**src/hdl/isbp_pkg.sv**
```systemverilog
`timescale 1ns / 1ps
package isbp_pkg;

    localparam int BATCH_DEPTH_DEF = 19;

    typedef logic [1:0] t_opcode;
    localparam t_opcode OP_POLL       = 2'd0;
    localparam t_opcode OP_CONNECT    = 2'd1;
    localparam t_opcode OP_DISCONNECT = 2'd2;

    typedef logic [1:0] t_cfg_index;
    localparam t_cfg_index CFG_LINK_MTU      = 2'd0;
    localparam t_cfg_index CFG_FLUSH_TIMEOUT = 2'd1;
    localparam t_cfg_index CFG_STATUS_PERIOD = 2'd2;

    localparam logic [7:0]  MTU_RESET     = 8'd23;
    localparam logic [9:0]  FLUSH_RESET   = 10'd15;
    localparam logic [15:0] STATUS_RESET  = 16'd1000;
    localparam logic [7:0]  MTU_OVERHEAD  = 8'd15;
    localparam logic [7:0]  MTU_MIN       = 8'd27;
    // x / 12 == (x * 171) >> 11 for every x up to 240
    localparam logic [15:0] RECIP_12      = 16'd171;
    localparam int          RECIP_SHIFT   = 11;
    localparam logic [5:0]  CAP_MIN       = 6'd1;

    typedef enum logic [1:0] {
        ST_IDLE,
        ST_EVAL,
        ST_HDR,
        ST_SMP
    } t_state;

    typedef struct packed {
        logic [5:0]  cap;
        logic [9:0]  flush_timeout;
        logic [15:0] status_period;
    } t_cfg;

    function automatic logic [5:0] cap_of_mtu(input logic [7:0] mtu);
        logic [7:0]  x;
        logic [15:0] p;
        x = mtu - MTU_OVERHEAD;
        p = 16'(x) * RECIP_12;
        if (mtu < MTU_MIN) begin
            return CAP_MIN;
        end
        return {1'b0, p[RECIP_SHIFT+4:RECIP_SHIFT]};
    endfunction

endpackage

```
**src/hdl/isbp_sample_ram.sv**
```systemverilog
`timescale 1ns / 1ps
module isbp_sample_ram #(
    parameter int DEPTH = 19,
    parameter int IW    = 5,
    parameter int DW    = 96
) (
    input  logic          i_clk,
    input  logic          i_we,
    input  logic [IW-1:0] i_waddr,
    input  logic [DW-1:0] i_wdata,
    input  logic [IW-1:0] i_raddr,
    output logic [DW-1:0] o_rdata
);

    logic [DW-1:0] mem [DEPTH];

    always_ff @(posedge i_clk) begin
        if (i_we) begin
            mem[i_waddr] <= i_wdata;
        end
    end

    always_ff @(posedge i_clk) begin
        o_rdata <= mem[i_raddr];
    end

endmodule

```
**src/hdl/isbp_ctrl.sv**
```systemverilog
`timescale 1ns / 1ps
module isbp_ctrl #(
    parameter int DEPTH = 19,
    parameter int IW    = 5,
    parameter int CW    = 5
) (
    input  logic              i_clk,
    input  logic              i_rst_n,
    input  isbp_pkg::t_cfg    i_cfg,
    input  logic              i_in_valid,
    output logic              o_in_ready,
    input  logic [1:0]        i_opcode,
    input  logic              i_sample_valid,
    input  logic [47:0]       i_accel_xyz,
    input  logic [47:0]       i_gyro_xyz,
    input  logic [31:0]       i_time_us,
    input  logic [31:0]       i_time_ms,
    input  logic              i_charging,
    input  logic [6:0]        i_battery_pct,
    input  logic [15:0]       i_battery_mv,
    input  logic              i_link_ready,
    output logic              o_out_valid,
    input  logic              i_out_ready,
    output logic              o_is_header,
    output logic [31:0]       o_first_index,
    output logic [31:0]       o_first_time_us,
    output logic [7:0]        o_battery_byte,
    output logic [4:0]        o_sample_total,
    output logic [15:0]       o_cell_mv,
    output logic [47:0]       o_out_accel,
    output logic [47:0]       o_out_gyro,
    output logic              o_last,
    output logic              o_ram_we,
    output logic [IW-1:0]     o_ram_waddr,
    output logic [95:0]       o_ram_wdata,
    output logic [IW-1:0]     o_ram_raddr,
    input  logic [95:0]       i_ram_rdata
);
    import isbp_pkg::*;

    t_state r_state, n_state;

    // captured item
    logic [1:0]  r_op;
    logic        r_sv;
    logic [47:0] r_accel, r_gyro;
    logic [31:0] r_tus, r_tms;
    logic        r_chg;
    logic [6:0]  r_pct;
    logic [15:0] r_mv;
    logic        r_rdy;

    logic [CW-1:0] r_count, n_count;
    logic [31:0]   r_running, n_running;
    logic [31:0]   r_first_index, n_first_index;
    logic [31:0]   r_first_time, n_first_time;
    logic [31:0]   r_last_flush, n_last_flush;
    logic [31:0]   r_last_status, n_last_status;
    logic          r_link_up, n_link_up;
    logic          r_status, n_status;
    logic [IW-1:0] r_idx, n_idx;

    logic        r_out_valid, n_out_valid;
    logic        r_out_hdr, n_out_hdr;
    logic [31:0] r_out_index, n_out_index;
    logic [31:0] r_out_time, n_out_time;
    logic [7:0]  r_out_bat, n_out_bat;
    logic [4:0]  r_out_total, n_out_total;
    logic [15:0] r_out_mv, n_out_mv;
    logic [47:0] r_out_accel, n_out_accel;
    logic [47:0] r_out_gyro, n_out_gyro;
    logic        r_out_last, n_out_last;

    logic          take, full, timeout, status_due, out_free, smp_last;
    logic [CW-1:0] cnt_after;

    assign o_in_ready = (r_state == ST_IDLE);
    assign out_free   = !r_out_valid || i_out_ready;

    assign take       = r_sv && (r_count < CW'(DEPTH));
    assign cnt_after  = take ? r_count + CW'(1) : r_count;
    assign full       = 6'(cnt_after) >= i_cfg.cap;
    assign timeout    = (cnt_after != '0) &&
                        ((r_tms - r_last_flush) >= 32'(i_cfg.flush_timeout));
    assign status_due = (r_tms - r_last_status) >= 32'(i_cfg.status_period);
    assign smp_last   = (CW'(r_idx) + CW'(1)) == r_count;

    assign o_ram_waddr = r_count[IW-1:0];
    assign o_ram_wdata = {r_accel, r_gyro};
    // read at the next index so the registered data matches r_idx
    assign o_ram_raddr = n_idx;

    always_ff @(posedge i_clk) begin
        if (i_in_valid && o_in_ready) begin
            r_op    <= i_opcode;
            r_sv    <= i_sample_valid;
            r_accel <= i_accel_xyz;
            r_gyro  <= i_gyro_xyz;
            r_tus   <= i_time_us;
            r_tms   <= i_time_ms;
            r_chg   <= i_charging;
            r_pct   <= i_battery_pct;
            r_mv    <= i_battery_mv;
            r_rdy   <= i_link_ready;
        end
        r_out_hdr   <= n_out_hdr;
        r_out_index <= n_out_index;
        r_out_time  <= n_out_time;
        r_out_bat   <= n_out_bat;
        r_out_total <= n_out_total;
        r_out_mv    <= n_out_mv;
        r_out_accel <= n_out_accel;
        r_out_gyro  <= n_out_gyro;
        r_out_last  <= n_out_last;
    end

    always_ff @(posedge i_clk) begin
        if (!i_rst_n) begin
            r_state       <= ST_IDLE;
            r_count       <= '0;
            r_running     <= '0;
            r_first_index <= '0;
            r_first_time  <= '0;
            r_last_flush  <= '0;
            r_last_status <= '0;
            r_link_up     <= 1'b0;
            r_status      <= 1'b0;
            r_idx         <= '0;
            r_out_valid   <= 1'b0;
        end else begin
            r_state       <= n_state;
            r_count       <= n_count;
            r_running     <= n_running;
            r_first_index <= n_first_index;
            r_first_time  <= n_first_time;
            r_last_flush  <= n_last_flush;
            r_last_status <= n_last_status;
            r_link_up     <= n_link_up;
            r_status      <= n_status;
            r_idx         <= n_idx;
            r_out_valid   <= n_out_valid;
        end
    end

    always_comb begin
        n_state       = r_state;
        n_count       = r_count;
        n_running     = r_running;
        n_first_index = r_first_index;
        n_first_time  = r_first_time;
        n_last_flush  = r_last_flush;
        n_last_status = r_last_status;
        n_link_up     = r_link_up;
        n_status      = r_status;
        n_idx         = r_idx;
        n_out_valid   = r_out_valid && !i_out_ready;
        n_out_hdr     = r_out_hdr;
        n_out_index   = r_out_index;
        n_out_time    = r_out_time;
        n_out_bat     = r_out_bat;
        n_out_total   = r_out_total;
        n_out_mv      = r_out_mv;
        n_out_accel   = r_out_accel;
        n_out_gyro    = r_out_gyro;
        n_out_last    = r_out_last;
        o_ram_we      = 1'b0;

        unique case (r_state)
            ST_IDLE: begin
                n_idx = '0;
                if (i_in_valid) begin
                    n_state = ST_EVAL;
                end
            end
            ST_EVAL: begin
                n_state = ST_IDLE;
                if (r_op == OP_CONNECT) begin
                    n_running = '0;
                    n_link_up = 1'b1;
                end else if (r_op == OP_DISCONNECT) begin
                    n_link_up = 1'b0;
                    n_count   = '0;
                end else if (r_op == OP_POLL && r_link_up) begin
                    if (r_chg) begin
                        // discard the batch; status header only
                        n_count = '0;
                        if (status_due) begin
                            n_last_status = r_tms;
                            if (r_rdy) begin
                                n_status = 1'b1;
                                n_state  = ST_HDR;
                            end
                        end
                    end else begin
                        if (take) begin
                            if (r_count == '0) begin
                                n_first_time  = r_tus;
                                n_first_index = r_running;
                            end
                            o_ram_we  = 1'b1;
                            n_count   = cnt_after;
                            n_running = r_running + 32'd1;
                        end
                        if (full || timeout) begin
                            if (r_rdy) begin
                                n_status     = 1'b0;
                                n_last_flush = r_tms;
                                n_state      = ST_HDR;
                            end else if (cnt_after == CW'(DEPTH)) begin
                                // refused while full: drop the batch
                                n_count      = '0;
                                n_last_flush = r_tms;
                            end
                        end
                    end
                end
            end
            ST_HDR: begin
                if (out_free) begin
                    n_out_valid = 1'b1;
                    n_out_hdr   = 1'b1;
                    n_out_index = r_status ? 32'd0 : r_first_index;
                    n_out_time  = r_status ? 32'd0 : r_first_time;
                    n_out_bat   = {r_status, r_pct};
                    n_out_total = r_status ? 5'd0 : 5'(r_count);
                    n_out_mv    = r_mv;
                    n_out_accel = '0;
                    n_out_gyro  = '0;
                    n_out_last  = r_status || (r_count == '0);
                    if (r_status || r_count == '0) begin
                        n_state = ST_IDLE;
                    end else begin
                        n_idx   = '0;
                        n_state = ST_SMP;
                    end
                end
            end
            ST_SMP: begin
                if (out_free) begin
                    n_out_valid = 1'b1;
                    n_out_hdr   = 1'b0;
                    n_out_index = '0;
                    n_out_time  = '0;
                    n_out_bat   = '0;
                    n_out_total = '0;
                    n_out_mv    = '0;
                    n_out_accel = i_ram_rdata[95:48];
                    n_out_gyro  = i_ram_rdata[47:0];
                    n_out_last  = smp_last;
                    if (smp_last) begin
                        n_count = '0;
                        n_idx   = '0;
                        n_state = ST_IDLE;
                    end else begin
                        n_idx = r_idx + IW'(1);
                    end
                end
            end
            default: begin
                n_state = ST_IDLE;
            end
        endcase
    end

    assign o_out_valid     = r_out_valid;
    assign o_is_header     = r_out_hdr;
    assign o_first_index   = r_out_index;
    assign o_first_time_us = r_out_time;
    assign o_battery_byte  = r_out_bat;
    assign o_sample_total  = r_out_total;
    assign o_cell_mv       = r_out_mv;
    assign o_out_accel     = r_out_accel;
    assign o_out_gyro      = r_out_gyro;
    assign o_last          = r_out_last;

endmodule

```
**src/hdl/imu_sample_batch_packetizer_top.sv**
```systemverilog
`timescale 1ns / 1ps
// Channel | Handshake                 | Carries
// in      | i_in_valid / o_in_ready   | opcode, sample, clocks, charger, battery, link_ready
// out     | o_out_valid / i_out_ready | header or sample item of a packet
// cfg     | i_cfg_valid / o_cfg_ready | i_cfg_index, i_cfg_data
//
// An item that sends nothing is captured, then evaluated; a flush of n samples
// sends a header, then one sample item a cycle from the sample RAM read port
// while i_out_ready does not stall the output register.
// Reset is synchronous; the sample RAM is not cleared, only entries of the
// current batch are read. A stalled output holds the item and the emitter.
module imu_sample_batch_packetizer_top #(
    parameter int BATCH_DEPTH = isbp_pkg::BATCH_DEPTH_DEF
) (
    input  logic        i_clk,
    input  logic        i_rst_n,
    input  logic        i_in_valid,
    output logic        o_in_ready,
    input  logic [1:0]  i_opcode,
    input  logic        i_sample_valid,
    input  logic [47:0] i_accel_xyz,
    input  logic [47:0] i_gyro_xyz,
    input  logic [31:0] i_time_us,
    input  logic [31:0] i_time_ms,
    input  logic        i_charging,
    input  logic [6:0]  i_battery_pct,
    input  logic [15:0] i_battery_mv,
    input  logic        i_link_ready,
    output logic        o_out_valid,
    input  logic        i_out_ready,
    output logic        o_is_header,
    output logic [31:0] o_first_index,
    output logic [31:0] o_first_time_us,
    output logic [7:0]  o_battery_byte,
    output logic [4:0]  o_sample_total,
    output logic [15:0] o_cell_mv,
    output logic [47:0] o_out_accel,
    output logic [47:0] o_out_gyro,
    output logic        o_last,
    input  logic        i_cfg_valid,
    output logic        o_cfg_ready,
    input  logic [1:0]  i_cfg_index,
    input  logic [15:0] i_cfg_data
);
    import isbp_pkg::*;

    localparam int IW = (BATCH_DEPTH > 1) ? $clog2(BATCH_DEPTH) : 1;
    localparam int CW = $clog2(BATCH_DEPTH + 1);
    localparam logic [5:0] DEPTH6    = 6'(BATCH_DEPTH);
    localparam logic [5:0] CAP_RAW_R = cap_of_mtu(MTU_RESET);
    localparam logic [5:0] CAP_RESET = (CAP_RAW_R > DEPTH6) ? DEPTH6 : CAP_RAW_R;

    logic [5:0]  r_cap;
    logic [9:0]  r_flush_timeout;
    logic [15:0] r_status_period;
    logic [5:0]  cap_raw, cap_wr;
    t_cfg        cfg;

    logic          ram_we;
    logic [IW-1:0] ram_waddr, ram_raddr;
    logic [95:0]   ram_wdata, ram_rdata;

    assign o_cfg_ready = 1'b1;
    assign cap_raw     = cap_of_mtu(i_cfg_data[7:0]);
    assign cap_wr      = (cap_raw > DEPTH6) ? DEPTH6 : cap_raw;

    always_ff @(posedge i_clk) begin
        if (!i_rst_n) begin
            r_cap           <= CAP_RESET;
            r_flush_timeout <= FLUSH_RESET;
            r_status_period <= STATUS_RESET;
        end else if (i_cfg_valid) begin
            unique case (i_cfg_index)
                CFG_LINK_MTU:      r_cap           <= cap_wr;
                CFG_FLUSH_TIMEOUT: r_flush_timeout <= i_cfg_data[9:0];
                CFG_STATUS_PERIOD: r_status_period <= i_cfg_data;
                default: begin
                end
            endcase
        end
    end

    assign cfg = '{cap: r_cap, flush_timeout: r_flush_timeout,
                   status_period: r_status_period};

    isbp_ctrl #(
        .DEPTH(BATCH_DEPTH),
        .IW(IW),
        .CW(CW)
    ) u_ctrl (
        .i_clk           (i_clk),
        .i_rst_n         (i_rst_n),
        .i_cfg           (cfg),
        .i_in_valid      (i_in_valid),
        .o_in_ready      (o_in_ready),
        .i_opcode        (i_opcode),
        .i_sample_valid  (i_sample_valid),
        .i_accel_xyz     (i_accel_xyz),
        .i_gyro_xyz      (i_gyro_xyz),
        .i_time_us       (i_time_us),
        .i_time_ms       (i_time_ms),
        .i_charging      (i_charging),
        .i_battery_pct   (i_battery_pct),
        .i_battery_mv    (i_battery_mv),
        .i_link_ready    (i_link_ready),
        .o_out_valid     (o_out_valid),
        .i_out_ready     (i_out_ready),
        .o_is_header     (o_is_header),
        .o_first_index   (o_first_index),
        .o_first_time_us (o_first_time_us),
        .o_battery_byte  (o_battery_byte),
        .o_sample_total  (o_sample_total),
        .o_cell_mv       (o_cell_mv),
        .o_out_accel     (o_out_accel),
        .o_out_gyro      (o_out_gyro),
        .o_last          (o_last),
        .o_ram_we        (ram_we),
        .o_ram_waddr     (ram_waddr),
        .o_ram_wdata     (ram_wdata),
        .o_ram_raddr     (ram_raddr),
        .i_ram_rdata     (ram_rdata)
    );

    isbp_sample_ram #(
        .DEPTH(BATCH_DEPTH),
        .IW(IW),
        .DW(96)
    ) u_ram (
        .i_clk   (i_clk),
        .i_we    (ram_we),
        .i_waddr (ram_waddr),
        .i_wdata (ram_wdata),
        .i_raddr (ram_raddr),
        .o_rdata (ram_rdata)
    );

endmodule

```
**config.mk**
```make
export PLATFORM = sky130hd
export DESIGN_NAME = imu_sample_batch_packetizer_top
export DESIGN_NICKNAME = d
export VERILOG_FILES = /design/src/hdl/isbp_pkg.sv /design/src/hdl/isbp_sample_ram.sv /design/src/hdl/isbp_ctrl.sv /design/src/hdl/imu_sample_batch_packetizer_top.sv
export SDC_FILE = /design/constraint.sdc
export NUM_CORES = 2
export LEC_CHECK = 0
export ABC_AREA = 1
export CAP_MARGIN = 20
export CORE_ASPECT_RATIO = 1.1
export CORE_MARGIN = 1
export CORE_UTILIZATION = 40
export CTS_CLUSTER_DIAMETER = 80
export DETAILED_ROUTE_END_ITERATION = 7
export DONT_BUFFER_PORTS = 1
export PLACE_DENSITY_LB_ADDON = 0.25
export RECOVER_POWER = 50
export SKIP_CTS_REPAIR_TIMING = 1
export SYNTH_ARGS = -nofsm -noshare
export SYNTH_HDL_FRONTEND = slang
export SYNTH_SLANG_ARGS = --single-unit
```
**constraint.sdc**
```tcl
create_clock -name i_clk -period 13.9 [get_ports i_clk]
set_clock_uncertainty 0.05 [all_clocks]
set_input_delay 0.695 -clock i_clk [delete_from_list [all_inputs] [get_ports i_clk]]
set_output_delay 0.695 -clock i_clk [all_outputs]
set_load 0.05 [all_outputs]
```
# Word level (Yosys, flattened, before mapping)
# Memory sizes are Yosys's and may differ from the RTL's. A register that Yosys moved wholly into a read port is not among the register bits.
# Index checks and enable logic that the tools add are counted.
[word_totals]
memories = 1
in_bits = 211
output_inout_bits = 194
reg_bits = 586
wordCells = 189
mem_bits_rw = 1824
[op_classes]
n_mux = 86
n_reduce_logical = 35
n_bitwise = 3
n_addsub = 6
multipliers = 1
eq_ne = 18
magnitude_cmp = 6
[mem_list]
columns = ["name", "depth", "width", "read_ports", "rd_ports_with_merged_regs", "wr", "line_no", "rtl"]
rows = [
  ["u_ram.mem", 19, 96, 1, 1, 1, "isbp_sample_ram.sv:15", "logic [DW-1:0] mem [DEPTH];"],
]
[ops]
columns = ["cell", "count"]
rows = [
  ["2-to-1 mux 32 bit", 12],
  ["one-hot mux 48 bit (2 select lines)", 2],
  ["2-to-1 mux 48 bit", 3],
  ["one-hot mux 32 bit (2 select lines)", 2],
  ["2-to-1 mux 5 bit", 18],
  ["subtractor 32 bit", 2],
  ["adder 32 x 1 -> 32 bit, second input constant", 1],
  ["greater-or-equal comparator 32 x 10 -> 1 bit", 1],
  ["greater-or-equal comparator 32 x 16 -> 1 bit", 1],
  ["2-to-1 mux 16 bit", 2],
  ["one-hot mux 16 bit (2 select lines)", 1],
  ["2-to-1 mux 2 bit", 12],
  ["2-to-1 mux 1 bit", 22],
  ["AND reduction 7 bit", 3],
  ["one-hot mux 5 bit (2 select lines)", 2],
  ["2-to-1 mux 6 bit", 3],
  ["multiplier 8 x 8 -> 16 bit, second input constant", 1],
  ["2-to-1 mux 8 bit", 2],
  ["one-hot mux 8 bit (2 select lines)", 1],
  ["one-hot mux 5 bit (3 select lines)", 1],
  ["nonzero test 2 bit", 7],
  ["adder 5 x 1 -> 5 bit, second input constant", 2],
  ["AND reduction 5 bit", 2],
  ["== test 2 bit, second input constant", 4],
  ["25 further kinds", 48],
]

# Depth between registers and ports, before layout
[logic_depth]
depth_word = 12
mapped_depth = 32
mapped_depth_nobuf = 31

# Hierarchy
# From an unflattened synthesis, not the netlist that was laid out.
[unflattened]
hier_cells = 10428
area_unflattened_um2 = 108004.8
[modules_own_cells]
columns = ["mod", "n_inst", "area_each_um2", "cells_each", "seq_area_each_um2"]
rows = [
  ["isbp_sample_ram", 1, 79676.4, 7235, 56694.4],
  ["isbp_ctrl", 1, 25629.6, 2819, 14884.3],
  ["imu_sample_batch_packetizer_top", 1, 2698.8, 374, 620.6],
]

# Worst setup path after synthesis
# No wires, ideal clock.
[synth_path]
path_type = "flip-flop to flip-flop"
from = "register u_ctrl.r_state[1]"
to = "register u_ctrl.r_accel[0], enable pin"
setup_slack_ns = 4.039
setup_time_ns = 0.740
required_ns = 13.110
path_stages_with_launch = 4
period_less_slack_ns = 9.861
arrival_ns = 9.071
path_buffers = 0
cell_sequence = "dfxtp_1 nor2_1 inv_1 nor2_1"
[synth_via]
elab_chain_cells = 2
[synth_rtl]
columns = ["element", "line_no", "rtl"]
rows = [
  ["from (decl)", "isbp_ctrl.sv:41", "t_state r_state, n_state;"],
  ["from (signal assigned)", "isbp_ctrl.sv:131", "r_state <= n_state;"],
  ["zero test 2 bit", "isbp_ctrl.sv:77", "assign o_in_ready = (r_state == ST_IDLE);"],
  ["net o_in_ready", "imu_sample_batch_packetizer_top.sv:18", "output logic o_in_ready,"],
  ["logical AND 1 bit", "isbp_ctrl.sv:94", "if (i_in_valid && o_in_ready) begin"],
  ["to (signal assigned)", "isbp_ctrl.sv:97", "r_accel <= i_accel_xyz;"],
  ["to (decl)", "isbp_ctrl.sv:46", "logic [47:0] r_accel, r_gyro;"],
]
# The timed path passes the listed nets, and every way through them passes these cells.
# A chain may end at the register's enable or synchronous reset.

# Worst setup path after layout
[layout_path]
from = "register u_ctrl.r_count[2], in the netlist u_ctrl.o_ram_waddr[2]"
to = "memory u_ram.mem[16][3], enable pin"
[layout_via]
elab_chain_cells = 10
[layout_rtl]
columns = ["element", "line_no", "rtl"]
rows = [
  ["from (decl)", "isbp_ctrl.sv:53", "logic [CW-1:0] r_count, n_count;"],
  ["from (signal assigned)", "isbp_ctrl.sv:132", "r_count <= n_count;"],
  ["less-than comparator 5 bit", "isbp_ctrl.sv:80", "assign take = r_sv && (r_count < CW'(DEPTH));"],
  ["logical AND 1 bit", "isbp_ctrl.sv:80", ""],
  ["2-to-1 mux 1 bit", "isbp_ctrl.sv:195", "if (take) begin"],
  ["2-to-1 mux 1 bit", "isbp_ctrl.sv:184", "if (r_chg) begin"],
  ["2-to-1 mux 1 bit", "isbp_ctrl.sv:183", "end else if (r_op == OP_POLL && r_link_up) begin"],
  ["2-to-1 mux 1 bit", "isbp_ctrl.sv:180", "end else if (r_op == OP_DISCONNECT) begin"],
  ["2-to-1 mux 1 bit", "isbp_ctrl.sv:177", "if (r_op == OP_CONNECT) begin"],
  ["2-to-1 mux 1 bit", "isbp_ctrl.sv:168", "unique case (r_state)"],
  ["2-to-1 mux 1 bit", "isbp_sample_ram.sv:18", "if (i_we) begin"],
  ["2-to-1 mux 1 bit (not written as such)", "isbp_sample_ram.sv:19", "mem[i_waddr] <= i_wdata;"],
  ["to (decl)", "isbp_sample_ram.sv:15", ""],
]
# Parallel ways exist; a longest one is shown, timed or not.

==> results.cfg <==
[synthesis]
netlist_area_mm2 = 0.103
ys_top_cells_by_area = edfxtp_1 (64%), nand2_1 (6.8%), dfxtp_1 (5.9%)
synth_edf_count = 2203
avgSynthCellArea_um2 = 11.6
synth_top_area_share = 0.640
synthArstFlopShare = 0
ys_types = 52
synth_area_leader_cell = edfxtp_1
synthFlopType = edfxtp_1
syn-num-nets = 9288
ys_ff_latch = 2505
synth_warnings = 0
syn_inst = 8919
yosysSeqAreaShare = 0.699

[timing]
max_freq_ghz = 0.182
min_period_over_period = 0.396
slew_headroom = -1.89
final.min_clock_period_ns = 5.50
slew_violations = 235
rsz0062_at_grt = false
finalSetupTns_ns = 0
setup_violations = 0
worst_pin_slew_ns = 4.33
hold_violations = 0

[grt]
grt_antenna_before_repair = 28
overflow = 0
grt_max_degree = 232
grt_pass1_vias = 63100
grt_use_total = 0.205
grt_pass1_wl_mm = 404

[floorplanning]
boundaryPins = 405
die-width_um = 487
start_util = 0.403
dieArea_mm2 = 0.260
row_count = 195
die_h_um = 535
fp.coreArea_mm2 = 0.257

[layout]
ff_latch_area_mm2 = 0.0722
area_delta_synth_final_pct = 13.6
drive_gt1_frac = 0.0603
fillCellCount = 23100
final_cell_mix = edfxtp_1 (2203), nand2_1 (1880), inv_1 (1075)
multiInputGateArea_mm2 = 0.0251
final_common_cell = edfxtp_1
fin_nets = 9409

[run]
maxCapViolations = 6

[outcome]
outcome = complete, but fails checks
violations = capacitance limit, slew limit

[clock_network]
max-clock-path-buffers = 4
clk_latency_ns = 0.85
h-tree-depth = 5
cts_tree = done
cts_sinks = 2505
path_clk_slew_ns = 0.06
cts_buffers = 271
cts_root_buf = clkbuf_16

[route]
wl_mm = 275
initialDrtViolationCount = 5529
antenna_left = 0
vias = 65800
wl_per_cell_um = 21.6
drc = 0
avgViaCountPerCell = 5.18
first_pass_iters = 6

[worst_setup_path]
rr_endpoint = u_ram.mem[16][3]$_DFFE_PP_
worst_r2r_path_depth = 12
r2r_start = u_ctrl.o_ram_waddr[2]$_SDFFE_PN0P_
critPathKind = reg -> reg
arrival_ns = 5.89
crit_path_end_kind = flip-flop
critPathLaunchType = flip-flop
rrSetupSlack_ns = 8.40
crit_path_max_fanout = 40
required_ns = 14.30

[placement]
place_hpwl_mm = 145
gp_congestion = 0.853
place.port_buffers = 0

[hold_path]
holdPathEnd = r_status_period[5]$_SDFFE_PN1P_
hold_depth = 2
hold_start = i_cfg_data[5]
hold_class = in -> reg

[power_and_ir_drop]
powerDensity_mw_per_mm2 = 140
ir_drop_uv = 111
finalPower_uw = 16400
p_leak_uw = 0.0427
-- metal layers --
metal / wire, um / GRT usage
met1: 120000 / 0.277
met5: 113 / 0
met2: 130000 / 0.341
met3: 17300 / 0.0356
met4: 6210 / 0.0537
-- kinds of logic after synthesis --
logic type | after synthesis | synth area share
and+or+nand+nor | 3331 | 0.135
DFF | 2505 | 0.699
buffers and inverters | 1539 | 0.0600
AOI/OAI and AO/OA | 1345 | 0.0828
adders and majority gates | 158 | 0.0201
xor gates and xnor gates | 40 | 0.00346
other | 1 | 0.0000363
-- where the power goes --
group          leakage (uW)  internal [uW]  switching [uW]  total [uW]
combinational        0.0161            254             481         734
sequential           0.0224           8340             226        8560
clock               0.00422           4130            2960        7090
-- critical path, stage by stage, from the launching register on --
cell,delay (ns)
dfxtp_1,0.47
nor2_2,0.09
nand2_1,0.31
nor3_2,0.08
nor2_2,0.20
nand4_1,0.18
nor2_2,0.61
inv_1,0.25
nor2_1,0.14
inv_1,0.21
nor2_4,0.85
buf_4,0.85
buf_4,0.73
-- cell type report --
class,instances,area share
Inverter,1087,0.0351
Clock inverter,120,0.0110
Antenna cell,6,0.000128
Multi-Input combinational cell,4875,0.214
Timing Repair Buffer,300,0.0248
Sequential cell,2505,0.615
Clock buffer,364,0.0631
Tap cell,3447,0.0367
-- synth_stat cells (4+ instances only) --
master	count
buf_1	40
fa_1	14
nor2_2	4
nand2_2	4
a211oi_1	4
o21ai_1	92
or2_2	36
edfxtp_1	2203
a21oi_1	306
nand4_1	31
o21a_1	4
nand3_1	849
nand2_1	1884
nand3b_1	7
nor3_2	4
nor4_1	9
clkbuf_2	5
inv_2	10
dfxtp_1	302
buf_4	35
xor2_1	33
inv_1	1076
a31oi_1	4
nor2_1	447
o21ai_0	231
or2_1	5
nor3_1	41
o211ai_1	569
buf_6	4
buf_2	205
clkbuf_1	163
a21o_1	117
a221oi_1	7
ha_1	144
xnor2_1	6
and2_1	4
-- through the flow --
stage / util / hold WS (ns) / setup WS, ns / area (um2) / cells
after floorplan: - / 0.367 / 4.04 / 103000 / 8919
after global placement: 0.415 / 0.387 / 8.02 / 107000 / 12000
after detailed placement: 0.416 / 0.392 / 7.87 / 107000 / 12000
after CTS: 0.449 / -0.199 / 7.85 / 115000 / 12500
after global routing: 0.457 / 0.00956 / 7.93 / 117000 / 12700
final: 0.457 / 0.0200 / 8.40 / 117000 / 12700
-- worst max-delay path by stage --
stage               cells past startpoint                           to  slack [ns]                          startpoint
floorplan                               3  u_ctrl.r_accel[0]$_DFFE_PP_        4.04      u_ctrl.r_state[1]$_SDFFE_PN0P_
global placement                       13   u_ram.mem[0][82]$_DFFE_PP_        8.02  u_ctrl.o_ram_waddr[2]$_SDFFE_PN0P_
detailed placement                     13   u_ram.mem[0][76]$_DFFE_PP_        7.87  u_ctrl.o_ram_waddr[2]$_SDFFE_PN0P_
CTS                                    13   u_ram.mem[0][71]$_DFFE_PP_        7.85  u_ctrl.o_ram_waddr[2]$_SDFFE_PN0P_
global route                           12   u_ram.mem[16][3]$_DFFE_PP_        7.93  u_ctrl.o_ram_waddr[2]$_SDFFE_PN0P_
finish                                 12   u_ram.mem[16][3]$_DFFE_PP_        8.40  u_ctrl.o_ram_waddr[2]$_SDFFE_PN0P_
-- state kept, by name (all words and copies together) (netlist names), 7 cells and up --
signal,count
u_ctrl.o_battery_byte,8
u_ctrl.o_first_index,32
u_ctrl.r_last_status,32
u_ctrl.r_first_index,32
u_ctrl.r_accel,48
u_ctrl.r_gyro,48
u_ctrl.r_pct,7
r_status_period,16
u_ctrl.r_running,32
u_ctrl.r_first_time,32
u_ctrl.r_mv,16
u_ctrl.o_out_gyro,48
u_ctrl.o_cell_mv,16
u_ctrl.r_tms,32
u_ram.o_rdata,96
u_ctrl.o_first_time_us,32
u_ctrl.r_last_flush,32
u_ctrl.o_out_accel,48
u_ctrl.r_tus,32
u_ram.mem,1824
r_flush_timeout,10
Note: power is estimated with default switching activity, not from simulation.
